===== src/hw/rtl/ssest_pkg.sv =====
// ----------------------------------------------------------------------------
// ssest_pkg
// Widths, register codes and shared structs of the support side estimator.
// ----------------------------------------------------------------------------
package ssest_pkg;

  // Sensor array and field widths.
  localparam int SensorCount = 8;
  localparam int IdxW        = $clog2(SensorCount);
  localparam int ReadW       = 16;
  localparam int FracW       = 16;
  localparam int WeightW     = 15;
  localparam int QuotW       = 16;

  // Sum of all Q1.15 fractions, and the weighted sum that grows from it.
  localparam int TotalW = $clog2(SensorCount * 32768 + 1);
  localparam int RemW   = TotalW + 1;
  localparam int ProdW  = FracW + WeightW;
  localparam int AccW   = TotalW + WeightW;
  localparam int MagW   = AccW - 1;

  // Configuration port.
  localparam int CfgIdxW  = 2;
  localparam int CfgDataW = 16;

  localparam logic [ReadW-1:0]   ClampReset  = 16'hFFFF;
  localparam logic [ReadW-1:0]   PeakReset   = 16'd410;
  localparam logic [WeightW-1:0] WeightReset = 15'd4096;

  typedef enum logic [CfgIdxW-1:0] {
    REG_CLAMP      = 2'd0,
    REG_PEAK_START = 2'd1,
    REG_OUTER      = 2'd2,
    REG_INNER      = 2'd3
  } cfg_reg_t;

  // Request to the serial divider.
  typedef struct packed {
    logic              start;
    logic [TotalW-1:0] rem_init;
    logic [QuotW-1:0]  low_bits;
    logic [TotalW-1:0] divisor;
  } div_req_t;

  // One quotient bit per cycle, most significant first.
  typedef struct packed {
    logic q_valid;
    logic q_bit;
    logic last;
  } div_rsp_t;

  // Peak ring control.
  typedef struct packed {
    logic reload;
    logic advance;
  } peak_ctl_t;

endpackage


===== src/hw/rtl/ssest_if.sv =====
// ----------------------------------------------------------------------------
// ssest_if
// Valid/ready channels of the support side estimator: sample in, result out.
// ----------------------------------------------------------------------------
interface ssest_in_if;
  logic        valid;
  logic        ready;
  logic [15:0] left_front_left;
  logic [15:0] left_front_right;
  logic [15:0] left_rear_left;
  logic [15:0] left_rear_right;
  logic [15:0] right_front_left;
  logic [15:0] right_front_right;
  logic [15:0] right_rear_left;
  logic [15:0] right_rear_right;

  modport source (
    output valid, left_front_left, left_front_right, left_rear_left, left_rear_right,
           right_front_left, right_front_right, right_rear_left, right_rear_right,
    input  ready
  );
  modport sink (
    input  valid, left_front_left, left_front_right, left_rear_left, left_rear_right,
           right_front_left, right_front_right, right_rear_left, right_rear_right,
    output ready
  );
endinterface

interface ssest_out_if;
  logic               valid;
  logic               ready;
  logic signed [15:0] support_side;
  logic               support_changed;

  modport source (output valid, support_side, support_changed, input ready);
  modport sink (input valid, support_side, support_changed, output ready);
endinterface


===== src/hw/rtl/ssest_div.sv =====
// ----------------------------------------------------------------------------
// ssest_div
// Restoring bit-serial divider, one quotient bit per cycle, MSB first.
// ----------------------------------------------------------------------------
module ssest_div (
  input  logic                clk,
  input  logic                rst,
  input  ssest_pkg::div_req_t req,
  output ssest_pkg::div_rsp_t rsp
);
  import ssest_pkg::*;

  localparam int CntW = $clog2(QuotW);

  logic              busy;
  logic [CntW-1:0]   cnt;
  logic [TotalW-1:0] rem;
  logic [TotalW-1:0] divisor;
  logic [QuotW-1:0]  low;
  logic [RemW-1:0]   trial;
  logic [RemW:0]     diff;
  logic              fits;
  logic [TotalW-1:0] rem_next;

  // Shift in the next dividend bit and try a subtraction.
  always_comb begin
    trial    = {rem, low[QuotW-1]};
    diff     = {1'b0, trial} - {2'b00, divisor};
    fits     = !diff[RemW];
    rem_next = fits ? diff[TotalW-1:0] : trial[TotalW-1:0];
  end

  // Step control.
  always_ff @(posedge clk) begin
    if (rst) begin
      busy <= 1'b0;
      cnt  <= '0;
    end else if (req.start) begin
      busy <= 1'b1;
      cnt  <= CntW'(QuotW - 1);
    end else if (busy) begin
      if (cnt == '0) begin
        busy <= 1'b0;
      end
      cnt <= cnt - 1'b1;
    end
  end

  // Remainder and dividend shift register.
  always_ff @(posedge clk) begin
    if (req.start) begin
      rem     <= req.rem_init;
      low     <= req.low_bits;
      divisor <= req.divisor;
    end else if (busy) begin
      rem <= rem_next;
      low <= {low[QuotW-2:0], 1'b0};
    end
  end

  assign rsp.q_valid = busy;
  assign rsp.q_bit   = fits;
  assign rsp.last    = busy && (cnt == '0);

endmodule


===== src/hw/rtl/ssest_peaks.sv =====
// ----------------------------------------------------------------------------
// ssest_peaks
// Reading clamp and per-sensor peak trackers kept as a rotating ring.
// ----------------------------------------------------------------------------
module ssest_peaks (
  input  logic                                clk,
  input  logic                                rst,
  input  ssest_pkg::peak_ctl_t                ctl,
  input  logic [ssest_pkg::ReadW-1:0]         start_value,
  input  logic [ssest_pkg::ReadW-1:0]         clamp,
  input  logic [ssest_pkg::ReadW-1:0]         reading,
  output logic [ssest_pkg::ReadW-1:0]         clamped,
  output logic [ssest_pkg::ReadW-1:0]         peak_new
);
  import ssest_pkg::*;

  logic [ReadW-1:0] peak [SensorCount];

  // The head of the ring always belongs to the sensor being processed.
  always_comb begin
    clamped  = (reading > clamp) ? clamp : reading;
    peak_new = (clamped > peak[0]) ? clamped : peak[0];
  end

  // Rotate once per sensor, so the ring is back in order after each sample.
  always_ff @(posedge clk) begin
    if (rst) begin
      for (int j = 0; j < SensorCount; j++) begin
        peak[j] <= PeakReset;
      end
    end else if (ctl.reload) begin
      for (int j = 0; j < SensorCount; j++) begin
        peak[j] <= start_value;
      end
    end else if (ctl.advance) begin
      for (int j = 0; j < SensorCount - 1; j++) begin
        peak[j] <= peak[j+1];
      end
      peak[SensorCount-1] <= peak_new;
    end
  end

endmodule


===== src/hw/rtl/support_side_estimator_unit.sv =====
// ----------------------------------------------------------------------------
// support_side_estimator_unit
// Support side from eight foot pressure sensors, computed with one shared
// bit-serial divider for the per-sensor fractions and the final quotient.
// ----------------------------------------------------------------------------
//  channel   dir  beat contents
//  samples   in   eight 16-bit pressure readings, left foot first
//  result    out  support_side (Q4.12, signed), support_changed
//  cfg_*     in   write enable, 2-bit register index, 16-bit data
//
// From acceptance to the result register a sample passes, per sensor, a setup
// state, the divider steps and an accumulate state, then a setup state, the
// quotient steps (skipped for a zero total) and a load state.
// Samples are taken one at a time: the next is accepted only back in the idle state.
// A result stalls the next sample only while the result register is still full.
// Synchronous reset restores config, state, result valid, previous side and peaks.
// ----------------------------------------------------------------------------
module support_side_estimator_unit (
  input  logic                            clk,
  input  logic                            rst,
  ssest_in_if.sink                        samples,
  ssest_out_if.source                     result,
  input  logic                            cfg_wr_en,
  input  logic [ssest_pkg::CfgIdxW-1:0]   cfg_index,
  input  logic [ssest_pkg::CfgDataW-1:0]  cfg_data
);
  import ssest_pkg::*;

  typedef enum logic [6:0] {
    ST_IDLE = 7'b0000001,
    ST_LOAD = 7'b0000010,
    ST_FRAC = 7'b0000100,
    ST_SUM  = 7'b0001000,
    ST_QUOT = 7'b0010000,
    ST_DIV  = 7'b0100000,
    ST_FIN  = 7'b1000000
  } state_t;

  localparam logic [IdxW-1:0] HalfIdx = IdxW'(SensorCount / 2);
  localparam logic [IdxW-1:0] LastIdx = IdxW'(SensorCount - 1);

  state_t state;
  state_t state_next;

  // Configuration registers.
  logic [ReadW-1:0]   clamp_reg;
  logic [ReadW-1:0]   peak_start;
  logic [WeightW-1:0] outer_w;
  logic [WeightW-1:0] inner_w;

  // Datapath registers.
  logic [ReadW-1:0]       sample [SensorCount];
  logic [IdxW-1:0]        idx;
  logic                   zero_div;
  logic [FracW-1:0]       frac;
  logic [ProdW-1:0]       prod;
  logic [TotalW-1:0]      total;
  logic signed [AccW-1:0] weighted;
  logic                   neg;
  logic [QuotW-1:0]       quot;
  logic signed [15:0]     prev_side;
  logic                   out_valid;
  logic signed [15:0]     out_side;
  logic                   out_changed;

  // Internal nets.
  peak_ctl_t          peak_ctl;
  div_req_t           div_req;
  div_rsp_t           div_rsp;
  logic [ReadW-1:0]   clamped;
  logic [ReadW-1:0]   peak_new;
  logic               accept;
  logic               is_left;
  logic [IdxW-1:0]    pos;
  logic               is_outer;
  logic [WeightW-1:0] cur_w;
  logic               qb;
  logic [ProdW-1:0]   prod_next;
  logic signed [AccW-1:0] prod_ext;
  logic [AccW-1:0]    mag;
  logic signed [15:0] side_val;
  logic               changed;
  logic               out_free;

  assign accept        = samples.valid && samples.ready;
  assign samples.ready = (state == ST_IDLE);
  assign out_free      = !out_valid || result.ready;

  assign result.valid           = out_valid;
  assign result.support_side    = out_side;
  assign result.support_changed = out_changed;

  // Configuration writes.
  always_ff @(posedge clk) begin
    if (rst) begin
      clamp_reg  <= ClampReset;
      peak_start <= PeakReset;
      outer_w    <= WeightReset;
      inner_w    <= WeightReset;
    end else if (cfg_wr_en) begin
      case (cfg_reg_t'(cfg_index))
        REG_CLAMP:      clamp_reg  <= cfg_data;
        REG_PEAK_START: peak_start <= cfg_data;
        REG_OUTER:      outer_w    <= cfg_data[WeightW-1:0];
        REG_INNER:      inner_w    <= cfg_data[WeightW-1:0];
        default:        clamp_reg  <= clamp_reg;
      endcase
    end
  end

  // Clamp and peak trackers.
  assign peak_ctl.reload  = cfg_wr_en && (cfg_reg_t'(cfg_index) == REG_PEAK_START);
  assign peak_ctl.advance = (state == ST_LOAD);

  ssest_peaks u_peaks (
    .clk         (clk),
    .rst         (rst),
    .ctl         (peak_ctl),
    .start_value (cfg_data),
    .clamp       (clamp_reg),
    .reading     (sample[0]),
    .clamped     (clamped),
    .peak_new    (peak_new)
  );

  // Sensor weight: left foot positive, outer sensors on the foot's outside edge.
  always_comb begin
    is_left  = (idx < HalfIdx);
    pos      = is_left ? idx : idx - HalfIdx;
    is_outer = is_left ? !pos[0] : pos[0];
    cur_w    = is_outer ? outer_w : inner_w;
  end

  // Quotient bits feed the fraction and a shift-add product with the weight.
  always_comb begin
    qb        = div_rsp.q_bit && !zero_div;
    prod_next = {prod[ProdW-2:0], 1'b0} + (qb ? ProdW'(cur_w) : '0);
    prod_ext  = AccW'($signed({1'b0, prod}));
    mag       = weighted[AccW-1] ? AccW'(-weighted) : AccW'(weighted);
  end

  // Divider requests: a fraction per sensor, then the final quotient.
  always_comb begin
    div_req = '0;
    if (state == ST_LOAD) begin
      div_req.start    = 1'b1;
      div_req.rem_init = TotalW'(clamped >> 1);
      div_req.low_bits = {clamped[0], {(QuotW-1){1'b0}}};
      div_req.divisor  = TotalW'(peak_new);
    end else if (state == ST_QUOT && total != '0) begin
      div_req.start    = 1'b1;
      div_req.rem_init = TotalW'(mag[MagW-1:QuotW]);
      div_req.low_bits = mag[QuotW-1:0];
      div_req.divisor  = total;
    end
  end

  ssest_div u_div (
    .clk (clk),
    .rst (rst),
    .req (div_req),
    .rsp (div_rsp)
  );

  // Result sign and sign-change flag.
  always_comb begin
    side_val = neg ? -$signed(quot) : $signed(quot);
    changed  = (prev_side < 0 && side_val > 0) || (prev_side > 0 && side_val < 0);
  end

  // Sequencer.
  always_comb begin
    state_next = state;
    case (state)
      ST_IDLE: if (accept) state_next = ST_LOAD;
      ST_LOAD: state_next = ST_FRAC;
      ST_FRAC: if (div_rsp.last) state_next = ST_SUM;
      ST_SUM:  state_next = (idx == LastIdx) ? ST_QUOT : ST_LOAD;
      ST_QUOT: state_next = (total == '0) ? ST_FIN : ST_DIV;
      ST_DIV:  if (div_rsp.last) state_next = ST_FIN;
      ST_FIN:  if (out_free) state_next = ST_IDLE;
      default: state_next = ST_IDLE;
    endcase
  end

  always_ff @(posedge clk) begin
    if (rst) begin
      state <= ST_IDLE;
    end else begin
      state <= state_next;
    end
  end

  // Sample capture, then shift one reading out per sensor.
  always_ff @(posedge clk) begin
    if (accept) begin
      sample[0] <= samples.left_front_left;
      sample[1] <= samples.left_front_right;
      sample[2] <= samples.left_rear_left;
      sample[3] <= samples.left_rear_right;
      sample[4] <= samples.right_front_left;
      sample[5] <= samples.right_front_right;
      sample[6] <= samples.right_rear_left;
      sample[7] <= samples.right_rear_right;
    end else if (state == ST_LOAD) begin
      for (int j = 0; j < SensorCount - 1; j++) begin
        sample[j] <= sample[j+1];
      end
    end
  end

  // Accumulators and quotient shift register.
  always_ff @(posedge clk) begin
    case (state)
      ST_IDLE: begin
        idx      <= '0;
        total    <= '0;
        weighted <= '0;
      end
      ST_LOAD: begin
        zero_div <= (peak_new == '0);
        frac     <= '0;
        prod     <= '0;
      end
      ST_FRAC: begin
        if (div_rsp.q_valid) begin
          frac <= {frac[FracW-2:0], qb};
          prod <= prod_next;
        end
      end
      ST_SUM: begin
        total    <= total + TotalW'(frac);
        weighted <= is_left ? weighted + prod_ext : weighted - prod_ext;
        idx      <= idx + 1'b1;
      end
      ST_QUOT: begin
        quot <= '0;
        neg  <= (total != '0) && weighted[AccW-1];
      end
      ST_DIV: begin
        if (div_rsp.q_valid) begin
          quot <= {quot[QuotW-2:0], div_rsp.q_bit};
        end
      end
      default: begin
        idx <= idx;
      end
    endcase
  end

  // Result register and previous side.
  always_ff @(posedge clk) begin
    if (rst) begin
      out_valid <= 1'b0;
      prev_side <= '0;
    end else if (state == ST_FIN && out_free) begin
      out_valid <= 1'b1;
      prev_side <= side_val;
    end else if (out_valid && result.ready) begin
      out_valid <= 1'b0;
    end
  end

  always_ff @(posedge clk) begin
    if (state == ST_FIN && out_free) begin
      out_side    <= side_val;
      out_changed <= changed;
    end
  end

endmodule


===== src/flat_wrapper.sv =====
// flat-port wrapper written by rule: the top's interface ports become plain ports
module support_side_estimator_unit_flat import ssest_pkg::*;
  (clk, rst, cfg_wr_en, cfg_index, cfg_data, samples_valid, samples_left_front_left, samples_left_front_right, samples_left_rear_left, samples_left_rear_right, samples_right_front_left, samples_right_front_right, samples_right_rear_left, samples_right_rear_right, samples_ready, result_valid, result_support_side, result_support_changed, result_ready);
  ssest_in_if samples_i ();
  ssest_out_if result_i ();
  input  logic clk;
  input  logic rst;
  input  logic cfg_wr_en;
  input  logic [ssest_pkg::CfgIdxW-1:0] cfg_index;
  input  logic [ssest_pkg::CfgDataW-1:0] cfg_data;
  input wire logic [$bits(samples_i.valid)-1:0] samples_valid;
  input wire logic [$bits(samples_i.left_front_left)-1:0] samples_left_front_left;
  input wire logic [$bits(samples_i.left_front_right)-1:0] samples_left_front_right;
  input wire logic [$bits(samples_i.left_rear_left)-1:0] samples_left_rear_left;
  input wire logic [$bits(samples_i.left_rear_right)-1:0] samples_left_rear_right;
  input wire logic [$bits(samples_i.right_front_left)-1:0] samples_right_front_left;
  input wire logic [$bits(samples_i.right_front_right)-1:0] samples_right_front_right;
  input wire logic [$bits(samples_i.right_rear_left)-1:0] samples_right_rear_left;
  input wire logic [$bits(samples_i.right_rear_right)-1:0] samples_right_rear_right;
  output wire logic [$bits(samples_i.ready)-1:0] samples_ready;
  output wire logic [$bits(result_i.valid)-1:0] result_valid;
  output wire logic [$bits(result_i.support_side)-1:0] result_support_side;
  output wire logic [$bits(result_i.support_changed)-1:0] result_support_changed;
  input wire logic [$bits(result_i.ready)-1:0] result_ready;
  assign samples_i.valid = samples_valid;
  assign samples_i.left_front_left = samples_left_front_left;
  assign samples_i.left_front_right = samples_left_front_right;
  assign samples_i.left_rear_left = samples_left_rear_left;
  assign samples_i.left_rear_right = samples_left_rear_right;
  assign samples_i.right_front_left = samples_right_front_left;
  assign samples_i.right_front_right = samples_right_front_right;
  assign samples_i.right_rear_left = samples_right_rear_left;
  assign samples_i.right_rear_right = samples_right_rear_right;
  assign samples_ready = samples_i.ready;
  assign result_valid = result_i.valid;
  assign result_support_side = result_i.support_side;
  assign result_support_changed = result_i.support_changed;
  assign result_i.ready = result_ready;
  support_side_estimator_unit u_core (.clk(clk), .rst(rst), .samples(samples_i), .result(result_i), .cfg_wr_en(cfg_wr_en), .cfg_index(cfg_index), .cfg_data(cfg_data));
endmodule

===== config.mk =====
export PLATFORM = sky130hd
export DESIGN_NAME = support_side_estimator_unit_flat
export DESIGN_NICKNAME = d
export VERILOG_FILES = /design/src/hw/rtl/ssest_pkg.sv /design/src/hw/rtl/ssest_if.sv /design/src/hw/rtl/ssest_div.sv /design/src/hw/rtl/ssest_peaks.sv /design/src/hw/rtl/support_side_estimator_unit.sv /design/src/flat_wrapper.sv
export SDC_FILE = /design/constraint.sdc
export NUM_CORES = 1
export LEC_CHECK = 0
export BUFFER_PORTS_ARGS = -buffer_cell sky130_fd_sc_hd__buf_2
export CAP_MARGIN = 15
export CORE_AREA = 2 2 247 188
export CTS_BUF_LIST = sky130_fd_sc_hd__clkbuf_16
export DETAILED_ROUTE_END_ITERATION = 7
export DIE_AREA = 0 0 249 190
export PLACE_DENSITY_LB_ADDON = 0.08
export SLEW_MARGIN = 15
export SYNTH_ARGS = -nofsm -noshare
export SYNTH_HDL_FRONTEND = slang
export SYNTH_SLANG_ARGS = --single-unit

===== constraint.sdc =====
create_clock -name clk -period 6.05 [get_ports clk]
set_input_delay 0.605 -clock clk [delete_from_list [all_inputs] [get_ports clk]]
set_output_delay 0.605 -clock clk [all_outputs]
set_load 0.005 [all_outputs]

After elaboration in Yosys (flattened, before gate mapping):

Memories as Yosys holds them, arrays and structs flattened.
Index checks and enable logic that the tools add are counted.

* add/subtract/negate cells: 10
* magnitude comparators: 7
* equality and inequality tests: 17
* muxes and demuxes: 75
* bitwise operators: 24
* reductions and logical operators: 33

Operators with widths (count)
* $mux W16: 30
* $mux W55: 2
* $pmux W34 S2: 1
* $pmux W16 S2: 2
* $pmux W31 S2: 1
* $mux W19: 3
* $pmux W7 S7: 1
* $pmux W19 S2: 1
* $mux W7: 5
* $add A34 B32 Y34: 1
* $mux W34: 1
* $sub A34 B32 Y34: 1
* $mux W33: 1
* $neg A33 Y33: 1
* $gt A16 B1 Y1 const B: 2
* $gt A16 B16 Y1: 2
* $lt A16 B1 Y1 const B: 2
* $add A31 B31 Y31: 1
* $mux W31: 1
* $mux W15: 2
* $or A1 B1 Y1: 23
* $sub A20 B19 Y21: 1
* $mux W1: 20
* $add A19 B16 Y19: 1
* 33 further kinds: 60

* register bits after elaboration: 267
* memory bits (writable): 256
* output and inout bits: 19
* memories kept: 2

Memory list
* u_core.sample: depth 8, width 16, rd ports 8, clocked after memory_dff 0, wr ports 8, line support_side_estimator_unit.sv:52 `logic [ReadW-1:0] sample [SensorCount];`
* u_core.u_peaks.peak: depth 8, width 16, rd ports 8, clocked after memory_dff 0, wr ports 8, line ssest_peaks.sv:17 `logic [ReadW-1:0] peak [SensorCount];`

Logic depth before layout (Yosys ltp):

* depth after elaboration: 9
* gate-level depth with buffers: 25
* mapped depth without buffers: 23

Hierarchy:

A second synthesis with hierarchy kept.

* cells, all modules: 2859
* area, all modules: 29343.1 um2

By module, submodules not included
* support_side_estimator_unit: instances 1, cells each 1927, area an instance 18529.0 um2
* ssest_peaks: instances 1, cells each 572, area an instance 6917.9 um2
* ssest_div: instances 1, cells each 360, area an instance 3896.2 um2

Worst setup path before layout:

OpenSTA, ideal clock, no wires.

* path type: reg-to-reg
* start point: register u_core.u_div.divisor[0]
* end point: register u_core.prod[26], data pin
* data arrival time: 4.962 ns
* slack: 0.822 ns
* cell stages (with the launch flop): 23
* path buffers: 1
* period minus slack after synthesis: 5.228 ns
* cell sequence: edfxtp_1 -> ha_1 -> fa_1 -> nand2b_1 -> a21o_1 -> a31oi_1 -> a221o_1 -> a2111oi_2 -> o31ai_1 -> a21boi_1 -> or2_2 -> buf_2 -> a21oi_1 -> ha_1 -> a21o_1 -> a21oi_1 -> nor2b_1 -> o21a_1 -> o211a_1 -> o31ai_1 -> nor4b_1 -> xnor2_1 -> nor2_1

* longest elaborated chain between the ends: 7

RTL lines
* start, declared: line ssest_div.sv:18 `logic [TotalW-1:0] divisor;`
* start signal, assigned: line ssest_div.sv:54 `divisor <= req.divisor;`
* $sub A20 B19 Y21: line ssest_div.sv:28 `diff = {1'b0, trial} - {2'b00, divisor};`
* $logic_not A1 Y1: line ssest_div.sv:29 `fits = !diff[RemW];`
* $logic_and A1 B1 Y1: line support_side_estimator_unit.sv:136 `qb = div_rsp.q_bit && !zero_div;`
* $mux W15: line support_side_estimator_unit.sv:137 `prod_next = {prod[ProdW-2:0], 1'b0} + (qb ? ProdW'(cur_w) : '0);`
* $add A31 B31 Y31: line support_side_estimator_unit.sv:137
* $mux W31: line support_side_estimator_unit.sv:226 `if (div_rsp.q_valid) begin`
* $pmux W31 S2: line support_side_estimator_unit.sv:214 `case (state)`
* end signal, assigned: line support_side_estimator_unit.sv:228 `prod <= prod_next;`
* end, declared: line support_side_estimator_unit.sv:56 `logic [ProdW-1:0] prod;`

No other way between the ends. The select of a mux whose other input is x is not followed.
A chain may end at the register's enable or synchronous reset.

Worst setup path in the final report:

* start point: register u_core.u_div.low[15]
* end point: register u_core.prod[29], data pin

* longest elaborated chain between the ends: 7

RTL lines
* start, declared: line ssest_div.sv:19 `logic [QuotW-1:0] low;`
* start signal, assigned: line ssest_div.sv:53 `low <= req.low_bits;`
* start signal, assigned: line ssest_div.sv:57 `low <= {low[QuotW-2:0], 1'b0};`
* $sub A20 B19 Y21: line ssest_div.sv:28
* $logic_not A1 Y1: line ssest_div.sv:29
* $logic_and A1 B1 Y1: line support_side_estimator_unit.sv:136
* $mux W15: line support_side_estimator_unit.sv:137
* $add A31 B31 Y31: line support_side_estimator_unit.sv:137
* $mux W31: line support_side_estimator_unit.sv:226
* $pmux W31 S2: line support_side_estimator_unit.sv:214

No other way between the ends. The select of a mux whose other input is x is not followed.

==> impl_results.md <==
- Outcome: completed
- Async set-reset flop share out of synthesis: 0
- Gate Count Post-Synth: 2780
- Final slew viol count: 0
- FMAX: 177.9 MHz
- Clock sinks: 523
- Routed Antenna Nets: 0
- #FFs+latches synth: 523
- # setup viols final: 0
- Largest family of logic cells by synthesized area: simple AND/OR/NAND/NOR gates
- DIE WIDTH: 249 um
- Max Buffers Root-to-Sink: 3
- Pwr dens: 369.0 nW/um2
- Post-synthesis simple-gate area fraction: 0.1949
- FF/Latch Area: 14950 um2
- Reg2Reg Setup Slack: 0.43 ns
- Syn-to-layout area delta: 11.43%
- Pre-CTS setup slack: 0.1732 ns
- Vias post-DR: 20850
- Setup ws final: 0.4297 ns
- Worst hold path class: input pin to register
- Post-Syn Area: 27660 um2
- Drt pass-1 iters: 5
- Core area: 45180 um2
- Max Fanout on Critical Path: 16
- Final Hold Vio Count: 0
- Largest net degree at the start of global routing: 101
- Clk root buf: clkbuf_16
- Fill count: 3482
- Initial core utilization: 0.6122
- Worst hold endpoint: u_core.sample[3][16]$_DFFE_PP_
- Post-DR wirelength/cell: 19.00 um
- Number of synthesized flops with an enable pin: 448
- Hold-fix buffers, CTS: 0
- Unrepaired setup endpoints after global routing: false
- Peak supply drop: 0.0002541 V
- Clock Skew: 0.02400 ns
- Vias in the first global route: 19790
- Multi-input logic area: 11940 um2
- Die ar.: 47310 um2
- Mux cell area share after synthesis: 0.02325
- Top post-synthesis cells by count: 697 x nand2_1, 448 x edfxtp_1, 264 x nor2_1
- Hold Path Origin: samples_right_rear_right[0]
- Worst-path clk slew: 0.07 ns
- Final net count: 3195
- Row count: 68
- Yosys top cell by area: edfxtp_1
- Gr ovfl total: 0
- Post-synthesis cell type count: 84
- Routability cong.: 0.9002
- TritonCTS Buffers: 51
- Syn Nets: 3055
- Maxcap violations: 0
- Tightest Pin Transition: 1.038 ns
- Worst setup path class: register to register
- Reg-to-reg critical path endpoint: u_core.prod[29]$_SDFFCE_PN0P_
- GRT Util Overall: 0.2866
- Worst EP required: 6.40 ns
- Htree depth: 2
- Leakage power: 0.01257 uW
- Worst r2r path cells: 24
- Synth area leaders: edfxtp_1 49%, nand2_1 9.5%, dfxtp_1 5.4%
- Hpwl dp: 48300 um
- IO buf count: 169
- Layout cells sized above 1: 0.1188
- Sequential share of the synthesized area: 0.5407
- Initial DRC count: 1779
- Top_reg_cell synth: edfxtp_1
- Wire length of the first global-routing pass: 106700 um
- Post-route DRC: 0
- Crit path DAT: 5.97 ns
- Worst slew margin: 0.3063
- R2r startpoint: u_core.u_div.low[15]$_DFFE_PP_
- Post-Synth XOR/XNOR Area: 0.04845
- Largest regs: u_core.sample: 128 flops, u_core.u_peaks.peak: 128 flops, u_core.weighted: 34 flops
- Worst skew pair latency: 0.62 ns
- Worst setup EP type: register
- Min cycle time layout: 5.620 ns
- Synth Area in Adders: 0.05718
- Final worst path period share: 0.9290
- Die height: 190 um
- Vias per cell: 5.852
- Hold path depth: 1
- Ys Warns: 0
- Setup TNS: 0 ns
- Synth Area in Compound Gates: 0.1055
- Mean Syn Cell Area: 9.948 um2
- Ports: 170
- Critical Path Start Type: register
- Yosys top cell area share: 0.4864
- Wirelength, routed: 67690 um
- CTS tree: yes
- Count leader, synth: nand2_1
- Antenna violations before repair: 9
## per-layer routing
metal / up-vias / GRT usage / wire length, um
li1: 10060 / - / -
met1: 9853 / 0.4031 / 30190
met2: 763 / 0.4312 / 29160
met3: 172 / 0.06759 / 5687
met4: 4 / 0.1170 / 2636
met5: - / 0 / 21
## cell usage in the layout, fill, tap and decap left out, types with 69 or more instances in the layout
| cell | n |
|---|---|
| nand2_1 | 695 |
| edfxtp_1 | 448 |
| nor2_1 | 262 |
| buf_2 | 168 |
| a21oi_1 | 153 |
| ha_1 | 120 |
| inv_1 | 101 |
| o21ai_0 | 93 |
| xnor2_1 | 84 |
| dfxtp_1 | 75 |
| xor2_1 | 69 |
## area by class of cell
| class | count | share of cell area |
|---|---|---|
| flip-flops and latches | 523 | 0.4853 |
| multi-input cells | 2041 | 0.3874 |
| clock buffers | 52 | 0.04222 |
| repair buffers | 204 | 0.03605 |
| well taps | 595 | 0.02416 |
| clock inverters | 43 | 0.01234 |
| inverters | 99 | 0.01206 |
| diodes | 6 | 0.0004872 |
## power by group
part,total [uW],internal (uW),switching [uW]
registers,4900,4560,344
logic,3240,1240,2010
clock network,3230,1790,1440
## through the flow
| step | power [uW] | util | cell area (um2) | hold slack, ns | std cells |
|---|---|---|---|---|---|
| after CTS | 11370 | 0.6813 | 30780 | 0.1363 | 3556 |
| after global placement | 8026 | 0.6441 | 29100 | 0.4456 | 3461 |
| after floorplan | 7266 | - | 27660 | 0.4357 | 2780 |
| final | 11370 | 0.6821 | 30820 | 0.1673 | 3563 |
| after global routing | 11950 | 0.6821 | 30810 | 0.1518 | 3562 |
| after detailed placement | 8154 | 0.6441 | 29100 | 0.4467 | 3461 |
## worst max-delay path: stages (launching register included)
cell and delay (ns):
edfxtp_1 0.36, inv_1 0.08, ha_1 0.21, fa_1 0.24, nand2b_1 0.14, a21o_1 0.16
a31oi_2 0.13, a221o_1 0.39, a2111oi_2 0.49, o31ai_2 0.17, a21boi_2 0.22, or2_4 0.29
a21oi_1 0.08, ha_1 0.22, fa_1 0.41, a21o_1 0.20, a21o_1 0.20, a21oi_1 0.24
o211ai_1 0.19, a41oi_1 0.29, buf_4 0.18, or3_1 0.20, nor2_1 0.08, xnor2_1 0.13
nor2_1 0.05
## worst max-delay path by stage
stage	endpoint	cells past startpoint	slack, ns	startpoint
2_1_floorplan	u_core.prod[26]$_SDFFCE_PN0P_	22	0.82	u_core.u_div.divisor[0]$_DFFE_PN_
3_3_place_gp	u_core.prod[29]$_SDFFCE_PN0P_	23	0.35	u_core.u_div.divisor[0]$_DFFE_PN_
3_5_place_dp	u_core.prod[29]$_SDFFCE_PN0P_	23	0.17	u_core.u_div.divisor[0]$_DFFE_PN_
4_1_cts	u_core.prod[29]$_SDFFCE_PN0P_	23	0.15	u_core.u_div.divisor[0]$_DFFE_PN_
5_1_grt	u_core.prod[27]$_SDFFCE_PN0P_	24	0.05	u_core.u_div.low[15]$_DFFE_PP_
6_report	u_core.prod[29]$_SDFFCE_PN0P_	24	0.43	u_core.u_div.low[15]$_DFFE_PP_
## cell families (layout without fill, tap and decap cells)
| kind of cell | count (synthesis) | count (layout) |
|---|---|---|
| flip-flops | 523 | 523 |
| AND/OR/NAND/NOR | 1249 | 1249 |
| buffers and inverters | 216 | 398 |
| XOR/XNOR | 153 | 153 |
| other | 0 | 6 |
| adder cells (fa/ha/maj) | 124 | 124 |
| multiplexers | 60 | 60 |
| AO/OA/AOI/OAI | 455 | 455 |
## repair_timing
item	in CTS	in global routing
hold endpoints to repair	0	0
resized for setup	0	3
buffers inserted	0	1
setup endpoints to repair	0	14
No activity file was read; power rests on OpenSTA's default activity.
